### config.mk
export PLATFORM = sky130hd
export DESIGN_NAME = greedy_clique_partition
export DESIGN_NICKNAME = d
export VERILOG_FILES = /design/src/gcp_pkg.sv /design/src/greedy_clique_partition.sv
export SDC_FILE = /design/constraint.sdc
export NUM_CORES = 2
export LEC_CHECK = 0
export BUFFER_PORTS_ARGS = -buffer_cell sky130_fd_sc_hd__buf_2
export CAP_MARGIN = 0
export CORE_UTILIZATION = 30
export DETAILED_ROUTE_END_ITERATION = 8
export SETUP_SLACK_MARGIN = 0.5
export SKIP_LAST_GASP = 1
export SYNTH_ARGS = -nofsm -noshare
export SYNTH_HDL_FRONTEND = slang
export SYNTH_SLANG_ARGS = --single-unit
### constraint.sdc
create_clock -name i_clk -period 9.07 [get_ports i_clk]
set_input_delay 1.3605 -clock i_clk [delete_from_list [all_inputs] [get_ports i_clk]]
set_output_delay 1.3605 -clock i_clk [all_outputs]
set_load 0.01 [all_outputs]
### src/gcp_pkg.sv
// gcp_pkg: shared types and widths for the greedy clique partition block
// holds the input and output beat structs and the command codes
// no dependencies
package gcp_pkg;

    localparam int ROW_W   = 32;
    localparam int NODE_W  = 5;
    localparam int LABEL_W = 6;
    localparam int CNT_W   = 6;

    typedef enum logic {
        CMD_LOAD  = 1'b0,
        CMD_START = 1'b1
    } t_cmd;

    typedef struct packed {
        t_cmd               command;
        logic [NODE_W-1:0]  row_index;
        logic [ROW_W-1:0]   row_bits;
    } t_in_beat;

    typedef struct packed {
        logic [NODE_W-1:0]  node_index;
        logic [LABEL_W-1:0] group_label;
        logic [CNT_W-1:0]   group_count;
        logic               last;
    } t_out_beat;

endpackage

### src/greedy_clique_partition.sv
// greedy_clique_partition: top level, greedy clique cover over a conflict matrix
// depends on gcp_pkg; conflict rows and group labels live in memories with registered reads
// a load beat writes one row; a start beat walks each target k: read row k, wait, scan k..n-1,
// with a join step per node that joins, then emits n beats of read, load, emit (held on stall)
// one input beat at a time (input stalls unless idle); the scan loop and the row-memory port set the time
// reset (synchronous, active low) clears the assigned flags, sets node_count to 32; rows stay undefined
module greedy_clique_partition #(
    parameter int MAX_NODES = 32
) (
    input  logic                      i_clk,
    input  logic                      i_rst_n,
    input  logic                      i_cfg_wr_en,
    input  logic [gcp_pkg::CNT_W-1:0] i_cfg_wr_data,
    input  logic                      i_in_valid,
    output logic                      o_in_stall,
    input  gcp_pkg::t_in_beat         i_in_beat,
    output logic                      o_out_valid,
    input  logic                      i_out_stall,
    output gcp_pkg::t_out_beat        o_out_beat
);
    import gcp_pkg::*;

    localparam int DEPTH = (MAX_NODES < ROW_W) ? MAX_NODES : ROW_W;
    localparam int AW    = $clog2(DEPTH);
    localparam logic [CNT_W-1:0] DEPTH_CNT = CNT_W'(DEPTH);

    typedef enum logic [2:0] {
        ST_IDLE,
        ST_K_RD,
        ST_K_WAIT,
        ST_SCAN,
        ST_JOIN,
        ST_EMIT_RD,
        ST_EMIT_LD,
        ST_EMIT
    } t_state;

    t_state             r_state;
    logic [CNT_W-1:0]   r_node_count;
    logic [CNT_W-1:0]   r_n;
    logic [CNT_W-1:0]   r_k;
    logic [CNT_W-1:0]   r_i;
    logic [CNT_W-1:0]   r_j;
    logic [LABEL_W-1:0] r_next_label;
    logic [ROW_W-1:0]   r_row_k;
    logic [ROW_W-1:0]   r_forbid;
    logic [DEPTH-1:0]   r_assigned;
    logic               r_nonempty;
    logic               r_out_valid;
    t_out_beat          r_out_beat;

    logic [ROW_W-1:0]   mtx_mem [DEPTH];
    logic [ROW_W-1:0]   r_mtx_rd;
    logic [LABEL_W-1:0] lbl_mem [DEPTH];
    logic [LABEL_W-1:0] r_lbl_rd;

    logic               in_accept;
    logic               mtx_we;
    logic [AW-1:0]      mtx_rd_addr;
    logic               lbl_we;
    logic [CNT_W-1:0]   n_limit;
    logic               scan_end;
    logic               cand;
    logic [CNT_W-1:0]   k_inc;
    logic [CNT_W-1:0]   j_inc;

    assign in_accept = i_in_valid && (r_state == ST_IDLE);
    assign o_in_stall = (r_state != ST_IDLE);
    assign mtx_we = in_accept && (i_in_beat.command == CMD_LOAD)
                    && (ROW_W'(i_in_beat.row_index) < ROW_W'(DEPTH));
    assign n_limit = (r_node_count > DEPTH_CNT) ? DEPTH_CNT : r_node_count;
    assign scan_end = (r_i >= r_n);
    assign cand = !r_row_k[r_i[NODE_W-1:0]] && !r_assigned[r_i[AW-1:0]]
                  && !r_forbid[r_i[NODE_W-1:0]];
    assign mtx_rd_addr = (r_state == ST_K_RD) ? r_k[AW-1:0] : r_i[AW-1:0];
    assign lbl_we = (r_state == ST_SCAN) && !scan_end && cand;
    assign k_inc = r_k + 1'b1;
    assign j_inc = r_j + 1'b1;

    // conflict row memory
    always_ff @(posedge i_clk) begin
        if (mtx_we) begin
            mtx_mem[i_in_beat.row_index[AW-1:0]] <= i_in_beat.row_bits;
        end
        r_mtx_rd <= mtx_mem[mtx_rd_addr];
    end

    // group label memory, valid through r_assigned
    always_ff @(posedge i_clk) begin
        if (lbl_we) begin
            lbl_mem[r_i[AW-1:0]] <= r_next_label;
        end
        r_lbl_rd <= lbl_mem[r_j[AW-1:0]];
    end

    always_ff @(posedge i_clk) begin
        if (!i_rst_n) begin
            r_state      <= ST_IDLE;
            r_node_count <= CNT_W'(32);
            r_n          <= '0;
            r_k          <= '0;
            r_i          <= '0;
            r_j          <= '0;
            r_next_label <= LABEL_W'(1);
            r_assigned   <= '0;
            r_nonempty   <= 1'b0;
            r_forbid     <= '0;
            r_out_valid  <= 1'b0;
        end else begin
            if (i_cfg_wr_en) begin
                r_node_count <= i_cfg_wr_data;
            end
            unique case (r_state)
                ST_IDLE: begin
                    if (in_accept && (i_in_beat.command == CMD_START)) begin
                        r_assigned   <= '0;
                        r_next_label <= LABEL_W'(1);
                        r_k          <= '0;
                        r_n          <= n_limit;
                        r_state      <= (n_limit == '0) ? ST_IDLE : ST_K_RD;
                    end
                end
                ST_K_RD: begin
                    r_state <= ST_K_WAIT;
                end
                ST_K_WAIT: begin
                    r_row_k    <= r_mtx_rd;
                    r_forbid   <= '0;
                    r_nonempty <= 1'b0;
                    r_i        <= r_k;
                    r_state    <= ST_SCAN;
                end
                ST_SCAN: begin
                    if (scan_end) begin
                        if (r_nonempty) begin
                            r_next_label <= r_next_label + 1'b1;
                        end
                        r_k <= k_inc;
                        if (k_inc >= r_n) begin
                            r_j     <= '0;
                            r_state <= ST_EMIT_RD;
                        end else begin
                            r_state <= ST_K_RD;
                        end
                    end else begin
                        r_i <= r_i + 1'b1;
                        if (cand) begin
                            r_assigned[r_i[AW-1:0]] <= 1'b1;
                            r_nonempty              <= 1'b1;
                            r_state                 <= ST_JOIN;
                        end
                    end
                end
                ST_JOIN: begin
                    // fold the new member's row into the forbidden columns
                    r_forbid <= r_forbid | r_mtx_rd;
                    r_state  <= ST_SCAN;
                end
                ST_EMIT_RD: begin
                    r_state <= ST_EMIT_LD;
                end
                ST_EMIT_LD: begin
                    r_out_valid            <= 1'b1;
                    r_out_beat.node_index  <= r_j[NODE_W-1:0];
                    r_out_beat.group_label <= r_assigned[r_j[AW-1:0]] ? r_lbl_rd : '0;
                    r_out_beat.group_count <= r_next_label - 1'b1;
                    r_out_beat.last        <= (j_inc == r_n);
                    r_state                <= ST_EMIT;
                end
                ST_EMIT: begin
                    if (!i_out_stall) begin
                        r_out_valid <= 1'b0;
                        r_j         <= j_inc;
                        r_state     <= (j_inc >= r_n) ? ST_IDLE : ST_EMIT_RD;
                    end
                end
                default: begin
                    r_state <= ST_IDLE;
                end
            endcase
        end
    end

    assign o_out_valid = r_out_valid;
    assign o_out_beat  = r_out_beat;

endmodule

; ---- Word level (Yosys, flattened, before mapping)
; Memories as Yosys holds them, arrays and structs flattened. A register that Yosys moved wholly into a read port is not among the register bits.
; Cells that the tools add are included.
[word_totals]
ff_bits = 155
latch_bits = 0
ramBits = 1216
rom_bits = 0
in_bits = 49
memories = 2
[mem_list]
columns = memory, words, word_bits, rd, rd_clocked_by_memory_dff, wr, line
row1 = mtx_mem, 32, 32, 1, 1, 1, greedy_clique_partition.sv:52  ; logic [ROW_W-1:0] mtx_mem [DEPTH];
row2 = lbl_mem, 32, 6, 1, 1, 1, greedy_clique_partition.sv:54  ; logic [LABEL_W-1:0] lbl_mem [DEPTH];
[classes]
add_sub_neg = 5
multipliers = 0
div = 0
n_lt_le_gt_ge = 7
eq_ne = 16
shifts = 0
mux = 47
n_bitwise = 3
n_reduce_logical = 32
[op_table]
columns = operator, count
row1 = one-hot mux 32 bit (2 select lines), 2
row2 = two-way mux 32 bit, 3
row3 = bitwise OR 32 bit, 2
row4 = two-way mux 6 bit, 10
row5 = one-hot mux 6 bit (2 select lines), 4
row6 = "adder 6 x 1 -> 6 bit, second input constant", 4
row7 = one-hot mux 3 bit (7 select lines), 1
row8 = binary-select mux 1 bit (select 5 bit), 4
row9 = >= comparator 6 bit, 3
row10 = two-way mux 3 bit, 6
row11 = two-way mux 1 bit, 13
row12 = "equality test 3 bit, second input constant", 4
row13 = "less-than comparator 5 x 6 -> 1 bit, second input constant", 2
row14 = AND reduction 4 bit, 3
row15 = "inequality test 2 bit, second input constant", 5
row16 = AND reduction 2 bit, 5
row17 = nonzero test 2 bit, 5
row18 = AND reduction 3 bit, 3
row19 = logical AND 1 bit, 8
row20 = "equality test 3 x 2 -> 1 bit, second input constant", 2
row21 = equality test 6 bit, 1
row22 = "greater-than comparator 6 bit, second input constant", 1
row23 = zero test 6 bit, 1
row24 = "subtractor 6 x 1 -> 6 bit, second input constant", 1
row25 = other kinds (12), 17

; ---- Depth between registers and ports, before layout
[logic_depth]
word_depth = 8
depth_mapped = 12
mapped_depth_nobuf = 9

; ---- Worst setup path after synthesis
; Ideal clock, no wire load.
[synth_timing]
kind = input port to flip-flop
from = input i_rst_n
to = register r_row_k[0] (enable)
setup_ns = 0.461
arrival_time_ns = 3.900
slack_ns = 4.709
cell_stages = 3
n_path_buf = 1
cell_sequence = clkbuf_1 nand2_1 nor3_1
[synth_via]
elab_chain_len = 1
[synth_lines]
columns = element, line
row1 = start: declaration, greedy_clique_partition.sv:11  ; input logic i_rst_n,
row2 = AND reduction 2 bit (no source line), -
row3 = end signal: assignment, greedy_clique_partition.sv:127  ; r_row_k <= r_mtx_rd;
row4 = end: declaration, greedy_clique_partition.sv:45  ; logic [ROW_W-1:0] r_row_k;
; Every way passes these cells.
; A chain may end at the register's enable or synchronous reset.

; ---- Worst setup path in the final report
[layout_timing]
from = register r_state[0]
to = register r_mtx_rd[20] (read register of mtx_mem)
[layout_via]
elab_chain_len = 2
[layout_lines]
columns = element, line
row1 = start: declaration, greedy_clique_partition.sv:38  ; t_state r_state;
row2 = start signal: assignment, greedy_clique_partition.sv:120  ; r_state <= (n_limit == '0) ? ST_IDLE : ST_K_RD;
row3 = start signal: assignment, greedy_clique_partition.sv:174  ; r_state <= (j_inc >= r_n) ? ST_IDLE : ST_EMIT_RD;
row4 = equality test 3 x 1 -> 1 bit, greedy_clique_partition.sv:75  ; assign mtx_rd_addr = (r_state == ST_K_RD) ? r_k[AW-1:0] : r_i[AW-1:0];
row5 = two-way mux 5 bit, greedy_clique_partition.sv:75
row6 = end: declaration, greedy_clique_partition.sv:53  ; logic [ROW_W-1:0] r_mtx_rd;
; Every way passes these cells.

==> results.md <==
* Outcome: completed
* Tot Pwr at 13,350 uW
* DRT Pass-1 Iters at 6
* Routed len/inst at 22.87 microns
* Crit path launch: r_state[0]
* Area leader, netlist: edfxtp_1
* Crit. End Element: register
* Hpwl dp at 82,260 microns
* Reg2reg start: r_state[0]
* Top_reg_cell synth: edfxtp_1
* Antenna viol nets, final at 0
* Setup TNS at 0 ps
* Port bufs at 68
* Sequential area share after synthesis at 73.72%
* EDFF count, synth at 1,266
* GP Congestion at 0.7946
* Initial antenna violation count at 13
* # DRC at 0
* Dpl cells at 6,159
* Avg Cell Area, Syn at 14.59 sq um
* Die area at 186,600 sq um
* Setup bufs post-CTS at 0
* Setup Skew at 45.01 ps
* Share of the synthesized area in the top cell type at 68.55%
* Cell Pwr Density at 211.2 nW/um^2
* Fin Hold WS at 425.5 ps
* # fillers at 17,340
* Inserted Clock Buffers at 140
* Initial Util at 30.26%
* Delay-heaviest family, CP: buffers and inverters
* Final Hold Fails at 0
* Fmax at 0.2231 GHz
* Layout Cells excl Fill at 6,416
* Resized Gates After CTS at 0
* Grt total ovfl at 0
* Top fanout value on the critical path at 104
* Syn-to-layout area delta at 13.94%
* Total global-route track usage at 15.53%
* Sink Count at 1,409
* Crit start category: register
* Worst-path clk slew at 60 ps
* H-Tree Depth at 4
* Via count at 32,690
* Boundary pin count at 69
* CP bufs+invs at 3
* Die Y at 431.9 microns
* Synth Instances at 3,801
* Nets at 3,912
* Final Setup Violations at 0
* Share of async-settable or async-resettable flops after synthesis at 0%
* Hold Buf Count CTS at 0
* RSZ-0062 raised after global routing: no
* Crit path time final at 4481 ps
* First-pass GRT wire length at 215,500 microns
* Maximum VDD drop at 169.9 uV
* Root Driver: clkbuf_16
* Area of the multi-input gates at 13,710 sq um
* Tcrit/Tclk final at 49.41%
* Critical Path Max Stage Delay at 760 ps
* Worst Reg2Reg Path Length in Cells at 9
* Setup crit end: r_mtx_rd[20]
* CP Cell Sequence: nor3b_4 > buf_4 > mux2_8 > buf_4 > buf_4 > nand2_1 > a32oi_1 > a31oi_1 > a2111oi_2
* Most frequent CP cell: buf_4
* Syn Nets at 3,876
* Worst skew pair latency at 790 ps
* Initial drt markers at 3,517
* Slowest-stage cell, CP: buf_4
* Final WS setup at 4589 ps
* Via-per-instance ratio at 5.094
* Slew margin rel. at 8.086%
* Mapped cell area at 55,450 sq um
* Reg-to-reg setup timing slack at 4590 ps
* Critical Path AT at 5150 ps
* Register area at 40,890 sq um
* Rows at 157
* Max cap viols at 0
* Core footprint at 183,300 sq um
* Kind of critical path: register to register
* Dpl ws at 4597 ps
* Most common cell in the netlist: edfxtp_1
* Final Routed Wirelength at 146,800 microns
* Slew @ Worst Pin at 1379 ps
* CP required at 9740 ps
* Pins over their slew limit at 0
* R2R Path End: r_mtx_rd[20]
* Synth warn at 0
* Count of cell types in the netlist at 66
* Max clock buf depth at 3
* WP depth at 9
* Share of cells above drive strength 1 at 13.12%
* Static leakage at 0.01957 uW
* Seq cells post-synth at 1,409
* Commonest cells in the netlist: edfxtp_1 (1,266), nand2_1 (835), nand3_1 (286)
* Largest cells by area after synthesis: edfxtp_1 (69%), nand2_1 (5.7%), dfxtp_1 (5.2%), mux4_2 (3.0%), mux2i_1 (2.7%)
* CTS tree: done
* Worst hold path type: register to register
* Largest net degree at the start of global routing at 171
* Chip width at 431.9 microns
* Vias in the first global route at 31,360
kinds of logic after synthesis:
kind of cell / count (synthesis) / synth area share [%]
xor gates and xnor gates: 14 / 0.2211
buffers and inverters: 272 / 2.247
DFF: 1409 / 73.72
muxes: 231 / 5.862
and+or+nand+nor: 1427 / 11.38
AOI/OAI and AO/OA: 422 / 5.988
adders and majority gates: 26 / 0.5866
final cells by class:
class | instances | share of cell area (%)
antenna | 5 | 0.01980
tap | 2464 | 4.879
clock buffer | 183 | 5.996
multi-input combinational | 2120 | 21.69
timing repair buffer | 148 | 1.588
clock inverter | 69 | 1.006
sequential | 1409 | 64.71
inverter | 18 | 0.1069
worst min path at each step:
stage	startpoint	to	slack [ps]	cells after the start
2_1_floorplan	r_j[4]	o_out_beat[17]	410	0
3_3_place_gp	r_mtx_rd[4]	r_row_k[4]	420	0
3_5_place_dp	r_mtx_rd[11]	r_row_k[11]	430	0
4_1_cts	r_mtx_rd[4]	r_row_k[4]	420	0
5_1_grt	r_mtx_rd[4]	r_row_k[4]	430	0
6_report	r_mtx_rd[4]	r_row_k[4]	430	0
worst reg2reg max path, stage by stage (launching register included):
cell and delay (ps):
dfxtp_1 700, nor3b_4 280, buf_4 330, mux2_8 700, buf_4 730, buf_4 770, nand2_1 170, a32oi_1 220
a31oi_1 160, a2111oi_2 340
per-layer routing:
metal  wire length (microns)  global-route usage, %  vias up
li1                        -                      -    14590
met4                    3789                  4.930        2
met3                   10400                  3.079      221
met2                   70500                  25.20     1220
met1                   61860                  20.83    16650
met5                     209                      0        -
stage by stage:
stage / utilization, % / area (sq um)
5_1_grt: 34.47 / 63180
6_report: 34.47 / 63180
2_1_floorplan: - / 55450
4_1_cts: 34.47 / 63170
3_3_place_gp: 32.05 / 58750
3_5_place_dp: 32.05 / 58750
cells in the final DEF, fill, tap and decap left out, drive strengths merged, types with 30 or more instances in the layout:
master	netlist	layout
edfxtp	1266	1266
nand2	835	835
nand3	286	286
clkbuf	152	183
mux2i	148	148
buf	102	148
dfxtp	143	143
a32oi	128	128
nor2	109	109
mux4	73	73
a31oi	68	68
nand4	59	59
clkinv	0	53
o21ai	47	47
a2111oi	36	36
a21oi	34	34
a21boi	33	33
a22oi	32	32
nor3	30	30
registers in the layout (all words and copies together) (netlist names):
register / cells
lbl_mem: 192
mtx_mem: 1024
o_out_beat: 18
o_out_valid: 1
r_assigned: 32
r_forbid: 32
r_i: 6
r_j: 6
r_k: 6
r_lbl_rd: 6
r_mtx_rd: 32
r_n: 6
r_next_label: 6
r_node_count: 6
r_nonempty: 1
r_row_k: 32
r_state: 3
report_power, final:
group / internal (uW) / total (uW) / switching (uW)
Sequential: 7120 / 7180 / 66.6
Clock: 3160 / 5640 / 2470
Combinational: 135 / 526 / 391
(Power assumes the default switching activity.)
